`config.mk`:
```
export PLATFORM = sky130hd
export DESIGN_NAME = scurve_step_velocity
export DESIGN_NICKNAME = d
export VERILOG_FILES = /design/src/scv_pkg.sv /design/src/scv_cfg_regs.sv /design/src/scv_div.sv /design/src/scv_shape.sv /design/src/scurve_step_velocity.sv
export SDC_FILE = /design/constraint.sdc
export NUM_CORES = 2
export LEC_CHECK = 0
export ABC_AREA = 1
export BUFFER_PORTS_ARGS = -buffer_cell sky130_fd_sc_hd__buf_2
export CORE_ASPECT_RATIO = 0.9
export CORE_MARGIN = 3
export CORE_UTILIZATION = 50
export DETAILED_ROUTE_END_ITERATION = 12
export PLACE_DENSITY = 0.65
export SETUP_SLACK_MARGIN = 0.3
export SYNTH_ARGS = -nofsm -noshare
export SYNTH_HDL_FRONTEND = slang
export SYNTH_SLANG_ARGS = --single-unit
```
`constraint.sdc`:
```
create_clock -name clk -period 21.1 [get_ports clk]
set_clock_uncertainty 0.2 [all_clocks]
set_input_delay 2.11 -clock clk [delete_from_list [all_inputs] [get_ports clk]]
set_output_delay 2.11 -clock clk [all_outputs]
set_load 0.05 [all_outputs]
```
`src/scv_pkg.sv`:
```
// Package for the S-curve step velocity block.
// Holds field widths, register indexes, phase codes and pipeline sideband types.
// No dependencies.
package scv_pkg;

  localparam int STEP_BITS = 24;
  localparam int FRAC_BITS = 16;
  localparam int VEL_BITS  = 24;

  localparam int CFG_IDX_BITS  = 8;
  localparam int CFG_DATA_BITS = 24;

  // quotient holds fractions up to and including one
  localparam int Q_BITS     = FRAC_BITS + 1;
  localparam int REM_BITS   = STEP_BITS + 1;
  localparam int DIV_STAGES = Q_BITS;
  localparam int K_BITS     = FRAC_BITS + 3;

  localparam logic [CFG_IDX_BITS-1:0] CFG_TOTAL_STEPS  = CFG_IDX_BITS'(0);
  localparam logic [CFG_IDX_BITS-1:0] CFG_RAMP_STEPS   = CFG_IDX_BITS'(1);
  localparam logic [CFG_IDX_BITS-1:0] CFG_MIN_VELOCITY = CFG_IDX_BITS'(2);
  localparam logic [CFG_IDX_BITS-1:0] CFG_MAX_VELOCITY = CFG_IDX_BITS'(3);

  typedef enum logic [1:0] {
    PH_MIN,
    PH_MAX,
    PH_RAMP
  } phase_t;

  typedef struct packed {
    logic   valid;
    phase_t phase;
  } meta_t;

  typedef struct packed {
    logic [STEP_BITS-1:0] total_steps;
    logic [STEP_BITS-1:0] ramp_len;
    logic [VEL_BITS-1:0]  min_velocity;
    logic [VEL_BITS-1:0]  max_velocity;
  } cfg_t;

endpackage

```
`src/scv_cfg_regs.sv`:
```
// Configuration registers of the S-curve step velocity block.
// Decodes register writes and derives the effective ramp length.
// Depends on scv_pkg.
module scv_cfg_regs (
  input  logic                              clk,
  input  logic                              rst_n,
  input  logic                              wr_en_i,
  input  logic [scv_pkg::CFG_IDX_BITS-1:0]  wr_idx_i,
  input  logic [scv_pkg::CFG_DATA_BITS-1:0] wr_data_i,
  output scv_pkg::cfg_t                     cfg_o
);

  logic [scv_pkg::STEP_BITS-1:0] total_steps_r;
  logic [scv_pkg::STEP_BITS-1:0] ramp_steps_r;
  logic [scv_pkg::VEL_BITS-1:0]  min_velocity_r;
  logic [scv_pkg::VEL_BITS-1:0]  max_velocity_r;
  logic [scv_pkg::STEP_BITS-1:0] half_steps;

  always_ff @(posedge clk) begin
    if (!rst_n) begin
      total_steps_r  <= '0;
      ramp_steps_r   <= '0;
      min_velocity_r <= '0;
      max_velocity_r <= '0;
    end else if (wr_en_i) begin
      unique case (wr_idx_i)
        scv_pkg::CFG_TOTAL_STEPS:  total_steps_r  <= wr_data_i[scv_pkg::STEP_BITS-1:0];
        scv_pkg::CFG_RAMP_STEPS:   ramp_steps_r   <= wr_data_i[scv_pkg::STEP_BITS-1:0];
        scv_pkg::CFG_MIN_VELOCITY: min_velocity_r <= wr_data_i[scv_pkg::VEL_BITS-1:0];
        scv_pkg::CFG_MAX_VELOCITY: max_velocity_r <= wr_data_i[scv_pkg::VEL_BITS-1:0];
        default: ;
      endcase
    end
  end

  // ramp never exceeds half the move
  assign half_steps = total_steps_r >> 1;

  always_comb begin
    cfg_o.total_steps  = total_steps_r;
    cfg_o.ramp_len     = (ramp_steps_r < half_steps) ? ramp_steps_r : half_steps;
    cfg_o.min_velocity = min_velocity_r;
    cfg_o.max_velocity = max_velocity_r;
  end

endmodule

```
`src/scv_div.sv`:
```
// Pipelined restoring divider: fraction = num * 2^FRAC_BITS / den, num <= den.
// One quotient bit per stage; sideband travels with each stage.
// Depends on scv_pkg.
module scv_div (
  input  logic                          clk,
  input  logic                          rst_n,
  input  scv_pkg::meta_t                meta_i,
  input  logic [scv_pkg::STEP_BITS-1:0] num_i,
  input  logic [scv_pkg::STEP_BITS-1:0] den_i,
  output scv_pkg::meta_t                meta_o,
  output logic [scv_pkg::Q_BITS-1:0]    frac_o
);

  localparam int LAST = scv_pkg::DIV_STAGES - 1;

  logic [scv_pkg::REM_BITS-1:0] rem_r  [scv_pkg::DIV_STAGES];
  logic [scv_pkg::Q_BITS-1:0]   q_r    [scv_pkg::DIV_STAGES];
  scv_pkg::meta_t               meta_r [scv_pkg::DIV_STAGES];

  logic [scv_pkg::REM_BITS-1:0] den_ext;
  assign den_ext = {1'b0, den_i};

  for (genvar j = 0; j < scv_pkg::DIV_STAGES; j++) begin : g_stage
    logic [scv_pkg::REM_BITS-1:0] trial;
    logic [scv_pkg::REM_BITS-1:0] rem_nxt;
    logic [scv_pkg::Q_BITS-1:0]   q_nxt;
    logic                         ge;
    scv_pkg::meta_t               meta_nxt;

    if (j == 0) begin : g_first
      // the top quotient bit is set only when num equals den
      assign trial    = {1'b0, num_i};
      assign q_nxt    = {{(scv_pkg::Q_BITS-1){1'b0}}, ge};
      assign meta_nxt = meta_i;
    end else begin : g_next
      // remainder stays below den, so the shift cannot overflow
      assign trial    = {rem_r[j-1][scv_pkg::REM_BITS-2:0], 1'b0};
      assign q_nxt    = {q_r[j-1][scv_pkg::Q_BITS-2:0], ge};
      assign meta_nxt = meta_r[j-1];
    end

    assign ge      = (trial >= den_ext);
    assign rem_nxt = ge ? (trial - den_ext) : trial;

    always_ff @(posedge clk) begin
      if (!rst_n) begin
        meta_r[j] <= '0;
      end else begin
        meta_r[j] <= meta_nxt;
      end
    end

    always_ff @(posedge clk) begin
      rem_r[j] <= rem_nxt;
      q_r[j]   <= q_nxt;
    end
  end

  assign meta_o = meta_r[LAST];
  assign frac_o = q_r[LAST];

endmodule

```
`src/scv_shape.sv`:
```
// Smoothstep shaping and velocity scaling, four register stages.
// t = f^2, s = t * (3 - 2f), velocity = min + diff * s; drives the result register.
// Depends on scv_pkg.
module scv_shape (
  input  logic                          clk,
  input  logic                          rst_n,
  input  scv_pkg::meta_t                meta_i,
  input  logic [scv_pkg::Q_BITS-1:0]    frac_i,
  input  scv_pkg::cfg_t                 cfg_i,
  output logic                          out_valid_o,
  output logic [scv_pkg::VEL_BITS-1:0]  out_velocity_o
);

  localparam int F  = scv_pkg::FRAC_BITS;
  localparam int QB = scv_pkg::Q_BITS;
  localparam int KB = scv_pkg::K_BITS;
  localparam int VB = scv_pkg::VEL_BITS;

  scv_pkg::meta_t  meta_a_r, meta_b_r, meta_c_r;
  logic [QB-1:0]   t_r;
  logic [KB-1:0]   k_r;
  logic [QB-1:0]   s_r;
  logic [VB-1:0]   p_r;
  logic            out_valid_r;
  logic [VB-1:0]   out_velocity_r;

  logic [2*QB-1:0]   ff_prod;
  logic [KB-1:0]     k_nxt;
  logic [QB+KB-1:0]  tk_prod;
  logic [VB-1:0]     diff;
  logic [VB+QB-1:0]  ds_prod;
  logic [VB-1:0]     out_velocity_nxt;

  assign ff_prod = frac_i * frac_i;
  assign k_nxt   = KB'(3 << F) - {frac_i, 1'b0};
  assign tk_prod = t_r * k_r;
  // only used on ramps, where max is not below min
  assign diff    = cfg_i.max_velocity - cfg_i.min_velocity;
  assign ds_prod = diff * s_r;

  always_comb begin
    unique case (meta_c_r.phase)
      scv_pkg::PH_RAMP: out_velocity_nxt = cfg_i.min_velocity + p_r;
      scv_pkg::PH_MAX:  out_velocity_nxt = cfg_i.max_velocity;
      scv_pkg::PH_MIN:  out_velocity_nxt = cfg_i.min_velocity;
      default:          out_velocity_nxt = cfg_i.min_velocity;
    endcase
  end

  always_ff @(posedge clk) begin
    if (!rst_n) begin
      meta_a_r    <= '0;
      meta_b_r    <= '0;
      meta_c_r    <= '0;
      out_valid_r <= 1'b0;
    end else begin
      meta_a_r    <= meta_i;
      meta_b_r    <= meta_a_r;
      meta_c_r    <= meta_b_r;
      out_valid_r <= meta_c_r.valid;
    end
  end

  // shaped values never exceed one, so the upper product bits drop out
  always_ff @(posedge clk) begin
    t_r            <= ff_prod[F+QB-1:F];
    k_r            <= k_nxt;
    s_r            <= tk_prod[F+QB-1:F];
    p_r            <= ds_prod[F+VB-1:F];
    out_velocity_r <= out_velocity_nxt;
  end

  assign out_valid_o    = out_valid_r;
  assign out_velocity_o = out_velocity_r;

endmodule

```
`src/scurve_step_velocity.sv`:
```
// S-curve step velocity: top level.
// Classifies the step index, then runs divider and smoothstep pipelines.
// Depends on scv_pkg, scv_cfg_regs, scv_div, scv_shape.
//
// Usage:
//   Program total_steps, ramp_steps, min_velocity and max_velocity through
//   the cfg_ channel (index 0..3, other indexes are ignored) while no item
//   is in flight; cfg_ready is always high.
//   Present a step index on in_step_index with start high; busy stays low,
//   so one item is accepted every clock cycle.
//   Each item gives one velocity on out_velocity, marked by out_valid for
//   one cycle. Items leave in order. The path runs through one classify
//   stage, the quotient divider, one bit per stage over 17 stages, and
//   four shaping stages.
//   Throughput is one item per cycle.
//   The receiver cannot stall; out_valid is a strobe.
//   Reset clears the configuration registers to zero and empties the pipeline.
module scurve_step_velocity (
  input  logic                              clk,
  input  logic                              rst_n,
  input  logic                              start,
  output logic                              busy,
  input  logic [scv_pkg::STEP_BITS-1:0]     in_step_index,
  output logic                              out_valid,
  output logic [scv_pkg::VEL_BITS-1:0]      out_velocity,
  input  logic                              cfg_valid,
  output logic                              cfg_ready,
  input  logic [scv_pkg::CFG_IDX_BITS-1:0]  cfg_index,
  input  logic [scv_pkg::CFG_DATA_BITS-1:0] cfg_data
);

  scv_pkg::cfg_t                 cfg;
  scv_pkg::meta_t                meta_nxt, meta_r;
  logic [scv_pkg::STEP_BITS-1:0] num_nxt, num_r;
  scv_pkg::meta_t                div_meta;
  logic [scv_pkg::Q_BITS-1:0]    div_frac;
  logic [scv_pkg::STEP_BITS-1:0] decel_start;

  assign busy      = 1'b0;
  assign cfg_ready = 1'b1;

  scv_cfg_regs u_cfg (
    .clk       (clk),
    .rst_n     (rst_n),
    .wr_en_i   (cfg_valid && cfg_ready),
    .wr_idx_i  (cfg_index),
    .wr_data_i (cfg_data),
    .cfg_o     (cfg)
  );

  assign decel_start = cfg.total_steps - cfg.ramp_len;

  // sort the index into a phase and pick the divider numerator
  always_comb begin
    meta_nxt.valid = start && !busy;
    meta_nxt.phase = scv_pkg::PH_MIN;
    num_nxt        = in_step_index;
    priority if (cfg.ramp_len == '0 || cfg.max_velocity < cfg.min_velocity) begin
      meta_nxt.phase = scv_pkg::PH_MIN;
    end else if (in_step_index < cfg.ramp_len) begin
      meta_nxt.phase = scv_pkg::PH_RAMP;
    end else if (in_step_index < decel_start) begin
      meta_nxt.phase = scv_pkg::PH_MAX;
    end else if (in_step_index >= cfg.total_steps) begin
      meta_nxt.phase = scv_pkg::PH_MIN;
    end else begin
      meta_nxt.phase = scv_pkg::PH_RAMP;
      num_nxt        = cfg.total_steps - in_step_index;
    end
  end

  always_ff @(posedge clk) begin
    if (!rst_n) begin
      meta_r <= '0;
    end else begin
      meta_r <= meta_nxt;
    end
  end

  always_ff @(posedge clk) begin
    num_r <= num_nxt;
  end

  scv_div u_div (
    .clk    (clk),
    .rst_n  (rst_n),
    .meta_i (meta_r),
    .num_i  (num_r),
    .den_i  (cfg.ramp_len),
    .meta_o (div_meta),
    .frac_o (div_frac)
  );

  scv_shape u_shape (
    .clk            (clk),
    .rst_n          (rst_n),
    .meta_i         (div_meta),
    .frac_i         (div_frac),
    .cfg_i          (cfg),
    .out_valid_o    (out_valid),
    .out_velocity_o (out_velocity)
  );

endmodule

```
== Word-level counts from Yosys, hierarchy flattened ==
Memory sizes are Yosys's and may differ from the RTL's. A register that Yosys moved wholly into a read port is not among the register bits.
Cells that the tools add are included.

* Register bits after elaboration: 231
* Memory bits (writable): 765
* Input bits: 60
* Output and inout port bits: 27
* Memories kept: 3

{| class="wikitable"
|+ Memories
! memory !! depth !! width !! read ports !! clocked after memory_dff !! wr ports !! line !! RTL
|-
| u_div.rem_r || 17 || 25 || 16 || 0 || 17 || scv_div.sv:16 || <nowiki>logic [scv_pkg::REM_BITS-1:0] rem_r [scv_pkg::DIV_STAGES];</nowiki>
|-
| u_div.q_r || 17 || 17 || 17 || 0 || 17 || scv_div.sv:17 || <nowiki>logic [scv_pkg::Q_BITS-1:0] q_r [scv_pkg::DIV_STAGES];</nowiki>
|-
| u_div.meta_r || 17 || 3 || 17 || 1 || 17 || scv_div.sv:18 || <nowiki>scv_pkg::meta_t meta_r [scv_pkg::DIV_STAGES];</nowiki>
|}

* $add $sub $neg: 22
* $mul: 3
* Magnitude comparators: 22
* Equality and inequality tests: 5
* Mux-type cells: 45
* Bitwise logic cells: 18
* Reduce and logical (&&, ||, !) cells: 10

{| class="wikitable"
|+ Operators with widths
! cell !! count
|-
| 25-bit two-way mux || 17
|-
| 25-bit by 24-bit greater-or-equal comparator with 1-bit output || 16
|-
| 25-bit by 24-bit subtractor with 25-bit output || 16
|-
| 24-bit two-way mux || 5
|-
| 24-bit < comparator || 3
|-
| 24-bit subtractor || 3
|-
| 3-bit two-way mux || 17
|-
| 24-bit greater-or-equal comparator || 2
|-
| 24-bit one-hot mux with 2 select lines || 1
|-
| 24-bit by 17-bit multiplier with 40-bit output || 1
|-
| 17-bit by 17-bit multiplier with 33-bit output || 1
|-
| 17-bit by 19-bit multiplier with 33-bit output || 1
|-
| 24-bit by 24-bit subtractor with 25-bit output || 1
|-
| 24-bit adder || 1
|-
| 24-bit zero test || 1
|-
| 24-bit by 23-bit < comparator with 1-bit output || 1
|-
| 18-bit by 18-bit subtractor with 19-bit output (first input constant) || 1
|-
| 1-bit OR || 17
|-
| 8-bit by 2-bit equality test with 1-bit output (second input constant) || 2
|-
| 8-bit by 1-bit equality test with 1-bit output (second input constant) || 1
|-
| 8-bit zero test || 1
|-
| 2-bit AND reduction || 4
|-
| 2-bit two-way mux || 3
|-
| 3-bit OR reduction || 1
|-
| other kinds (7) || 8
|}

== Longest topological paths before layout ==
* Depth after elaboration: 7
* Mapped depth: 44
* Gate-level depth less buffers: 43

== Modules after synthesis ==
From an unflattened synthesis, not the netlist that was laid out.

* Cells, all modules: 14583
* Area total of the unflattened synthesis: 95227.6 sq um

{| class="wikitable"
|+ By module, submodules not included
! module !! instances !! cells each !! area an instance (sq um) !! seq. area each (sq um)
|-
| scv_div || 1 || 8132 || 47937.2 || 11771.3
|-
| scv_shape || 1 || 4930 || 37304.5 || 2202.1
|-
| scurve_step_velocity || 1 || 926 || 5580.4 || 540.5
|-
| scv_cfg_regs || 1 || 595 || 4405.5 || 1921.8
|}

== Worst setup path before layout ==
Ideal clock, no wire load.

* Path kind: flip-flop to flip-flop
* Start: register u_cfg.min_velocity_r[1] (netlist bit)
* End: register u_shape.p_r[16]
* Arrival time: 7.004 ns
* Data required time: 20.788 ns
* Slack: 13.784 ns
* Stages on the path, launching flop included: 43
* Path through: dfxtp_1 inv_1 ha_1 nand2_1 nand2_1 a21oi_1 o21ai_2 nand2_1 nand2_1 nand2_1 nand2_1 a21boi_0 inv_1 or2_2 nand2_1 inv_1 clkbuf_1 nand2_1 (+7 left out) fa_1 inv_1 ha_1 nand2_1 nor2_1 inv_1 o21ai_0 a31oi_1 o21ai_0 nand2_1 nand2_1 nand2_1 nand2_1 nand2_1 nand2_1 nand2_1 nand3_1 nand2_1

* Word-level cells in the longest chain between the ends: 2

{| class="wikitable"
|+ RTL lines
! element !! line !! RTL
|-
| start, declared || scv_cfg_regs.sv:15 || <nowiki>logic [scv_pkg::VEL_BITS-1:0] min_velocity_r;</nowiki>
|-
| start signal, assigned || scv_cfg_regs.sv:29 || <nowiki>scv_pkg::CFG_MIN_VELOCITY: min_velocity_r <= wr_data_i[scv_pkg::VEL_BITS-1:0];</nowiki>
|-
| 24-bit subtractor || scv_shape.sv:38 || <nowiki>assign diff = cfg_i.max_velocity - cfg_i.min_velocity;</nowiki>
|-
| 24-bit by 17-bit multiplier with 40-bit output || scv_shape.sv:39 || <nowiki>assign ds_prod = diff * s_r;</nowiki>
|-
| named net u_shape.ds_prod[32] || scv_shape.sv:31 || <nowiki>logic [VB+QB-1:0] ds_prod;</nowiki>
|-
| end signal, assigned || scv_shape.sv:69 || <nowiki>p_r <= ds_prod[F+VB-1:F];</nowiki>
|-
| end, declared || scv_shape.sv:23 || <nowiki>logic [VB-1:0] p_r;</nowiki>
|}

The timed path passes the listed nets, and every way through them passes these cells.
A chain may end at the register's enable or synchronous reset.

== Worst setup path in the final report ==
* Start: register u_cfg.min_velocity_r[1] (netlist bit)
* End: register u_shape.p_r[22]

Same word-level chain as after synthesis.

==> flow_metrics.env <==
export IMPL_grt_first_pass_wirelength_um=381000
export IMPL_cts_sinks=821
export IMPL_synth_top_area_share_pct=20.3
export IMPL_cp_common_cell="nand2_1"
export IMPL_hold_violations=0
export IMPL_endpoint_kind="flop"
export IMPL_drc=0
export IMPL_timing_rr_start="u_cfg.min_velocity_r[1]$_SDFFE_PN0P_"
export IMPL_dp_final_hpwl_um=186000
export IMPL_first_pass_iters=6
export IMPL_dp_cells=12600
export IMPL_setup_tns_ns=0
export IMPL_crit_arrival_ns=9.19
export IMPL_via_per_inst=5.47
export IMPL_yosysWarnings=0
export IMPL_grt_max_degree=95
export IMPL_synthDistinctLibCells=64
export IMPL_routabilityCongestion=0.959
export IMPL_required_ns=21.52
export IMPL_clk_latency_ns=0.74
export IMPL_htree_levels=3
export IMPL_met3_usage_pct=3.89
export IMPL_clk_pin_slew_ns=0.06
export IMPL_finalSetupViolCount=0
export IMPL_run_status="completed"
export IMPL_worstSetupPathType="flop to flop"
export IMPL_synth_edf_count=0
export IMPL_cts_tree="yes"
export IMPL_relSlewSlack_pct=27.2
export IMPL_maxCapViolations=0
export IMPL_met2_usage_pct=47.0
export IMPL_cts_resized_gates=0
export IMPL_tightest_slew_ns=1.09
export IMPL_wl_per_cell_um=18.9
export IMPL_whs_path_depth=0
export IMPL_syn_inst=10600
export IMPL_cts_hold_buffers=0
export IMPL_core_sq_mm=0.160
export IMPL_cts_buffer_depth=3
export IMPL_yosysMostFrequentCell="nand2_1"
export IMPL_async_flop_share_pct=0
export IMPL_fmax_mhz=114
export IMPL_cpPeakStageDelay_ns=0.56
export IMPL_gr_usage_all_layers_pct=28.6
export IMPL_whs_endpoint="u_div.q_r[3][20]$_DFF_P_"
export IMPL_reg2reg_to="u_shape.p_r[22]$_DFF_P_"
export IMPL_die_h_um=388
export IMPL_portBuffers=84
export IMPL_ys_seq_area_share_pct=20.3
export IMPL_die_w_um=430
export IMPL_drive_above_1_share_pct=4.74
export IMPL_fin_crit_sh_pct=41.5
export IMPL_fin_cells=12800
export IMPL_ctsRootBufferMaster="clkbuf_16"
export IMPL_whs_ns=0.118
export IMPL_grt_overflow_total=0
export IMPL_die_area_sq_mm=0.167
export IMPL_wl_um=241000
export IMPL_placementRows=139
export IMPL_start_util_pct=50.5
export IMPL_ys_ff_latch=821
export IMPL_synthesis_area_sq_mm=0.0809
export IMPL_synth_flop_cell="dfxtp_1"
export IMPL_synth_area_leader_cell="dfxtp_1"
export IMPL_min_period_ns=8.77
export IMPL_ff2ff_setup_slack_ns=12.33
export IMPL_slowest_stage="fa_1"
export IMPL_drt_first_iter_violations=5245
export IMPL_ant_nets=0
export IMPL_ff2ff_path_depth=33
export IMPL_hp_class="flop to flop"
export IMPL_final_core_util_pct=54.1
export IMPL_cts_made_buffers=91
export IMPL_vias=69800
export IMPL_grt_use_met1_pct=38.8
export IMPL_fin_nets=12300
export IMPL_antenna_found_initial=5
export IMPL_min_delay_start="u_div.q_r[3][2]$_DFF_P_"
export IMPL_synth_common_cells="nand2_1, inv_1, ha_1"
export IMPL_syn_area_per_cell_sq_um=7.63
export IMPL_grt_pass1_vias=69400
export IMPL_rsz0062_at_grt="false"
export IMPL_postCtsSetupRepairBufs=0
export IMPL_syn_to_final_growth_pct=7.09
export IMPL_synth_area_leaders="dfxtp_1, fa_1, ha_1"
export IMPL_drv_slew=0
export IMPL_fillers=15400
export IMPL_num_io_pins=87
export IMPL_critPathLaunchType="flop"
export IMPL_crit_fanout=9
export IMPL_grt_busiest_layer="met2"
==> stage by stage <==
step,worst slack (ns),cell area [sq um]
CTS,12.48,86600
global placement,12.58,83300
detailed placement,12.54,83300
floorplan,13.78,80900
global route,11.83,86600
finish,12.33,86600
==> worst max-delay path, delay by kind of cell, from the launching register on <==
family / cells / cell delay, ns
compound gates: 6 / 1.68
xor+xnor: 1 / 0.19
fa+ha+maj: 8 / 3.57
buf+inv: 6 / 0.81
flops: 1 / 0.44
simple gates: 12 / 1.76
==> layout make-up <==
class / instances / area [sq um] / area share (%)
clock buffers: 116 / 2510 / 2.90
clock inverters: 49 / 781 / 0.902
inverters: 1811 / 6800 / 7.86
repair buffers: 133 / 791 / 0.913
flip-flops and latches: 821 / 16400 / 19.0
well taps: 2115 / 2650 / 3.06
multi-input cells: 7710 / 56600 / 65.4
diodes: 1 / 2.50 / 0.00289
==> placed cells by master, fill, tap and decap left out, types with 11 or more instances in the layout <==
cell       instances
o211ai_1          22
nand2_1         2223
a21oi_1          749
buf_2             83
o221ai_1          28
xnor2_1          249
dfxtp_1          821
bufinv_16         15
inv_1           1773
or2_1             16
o2111ai_1         21
o21ai_4           28
a31oi_1           49
nand4_1          108
nor4_1            44
clkinv_2          11
nand3_1          299
clkbuf_1          12
a221oi_1          17
a22oi_1           21
clkinv_1          14
inv_2             22
o21bai_1          33
a31o_2            19
conb_1            20
xor2_1           188
buf_4             50
clkbuf_8          12
ha_1             877
fa_1             771
clkbuf_16         92
a21o_1            83
nor2_1           757
or2_2             74
o21a_1            41
o21ai_0          524
nand2_2           42
a21boi_0          46
o21ai_1          202
nor3_1            68
==> worst max path at each step <==
stage | startpoint | endpoint | slack, ns | cells past startpoint
4_1_cts | u_cfg.min_velocity_r[1]$_SDFFE_PN0P_ | u_shape.p_r[23]$_DFF_P_ | 12.48 | 37
5_1_grt | u_cfg.min_velocity_r[1]$_SDFFE_PN0P_ | u_shape.p_r[22]$_DFF_P_ | 11.83 | 33
3_3_place_gp | u_cfg.min_velocity_r[1]$_SDFFE_PN0P_ | u_shape.p_r[23]$_DFF_P_ | 12.58 | 37
6_report | u_cfg.min_velocity_r[1]$_SDFFE_PN0P_ | u_shape.p_r[22]$_DFF_P_ | 12.33 | 33
3_5_place_dp | u_cfg.min_velocity_r[1]$_SDFFE_PN0P_ | u_shape.p_r[23]$_DFF_P_ | 12.54 | 37
2_1_floorplan | u_cfg.min_velocity_r[1]$_SDFFE_PN0P_ | u_shape.p_r[16]$_DFF_P_ | 13.78 | 42
==> cell families (layout without fill, tap and decap cells) <==
kind of cell / count (synthesis) / in the layout / share of synthesized area, %
AO/OA/AOI/OAI: 1941 / 1941 / 13.7
other: 2 / 21 / 0.00929
flip-flops: 821 / 821 / 20.3
buffers and inverters: 2089 / 2109 / 9.96
AND/OR/NAND/NOR: 3661 / 3661 / 18.6
XOR/XNOR: 439 / 439 / 4.75
adder cells (fa/ha/maj): 1649 / 1649 / 32.7
==> per-layer routing <==
| layer | wire length, um | vias to the layer above |
|---|---|---|
| li1 | - | 33800 |
| met1 | 107000 | 33600 |
| met3 | 14900 | 433 |
| met2 | 110000 | 2051 |
| met4 | 9000 | 2 |
| met5 | 9 | - |
==> flip-flops by register name (all words and copies together) (netlist names) <==
name                    count
meta_r                      3
num_r                      24
u_cfg.max_velocity_r       24
u_cfg.min_velocity_r       24
u_cfg.ramp_steps_r         24
u_cfg.total_steps_r        24
u_div.meta_r               51
u_div.q_r                 153
u_div.rem_r               384
u_shape.k_r                18
u_shape.meta_a_r            3
u_shape.meta_b_r            3
u_shape.meta_c_r            3
u_shape.out_valid_o         1
u_shape.out_velocity_o     24
u_shape.p_r                24
u_shape.s_r                17
u_shape.t_r                17
Power is not shown: default switching activity piles up to over one toggle a cycle in this logic, so the estimate is an artifact.
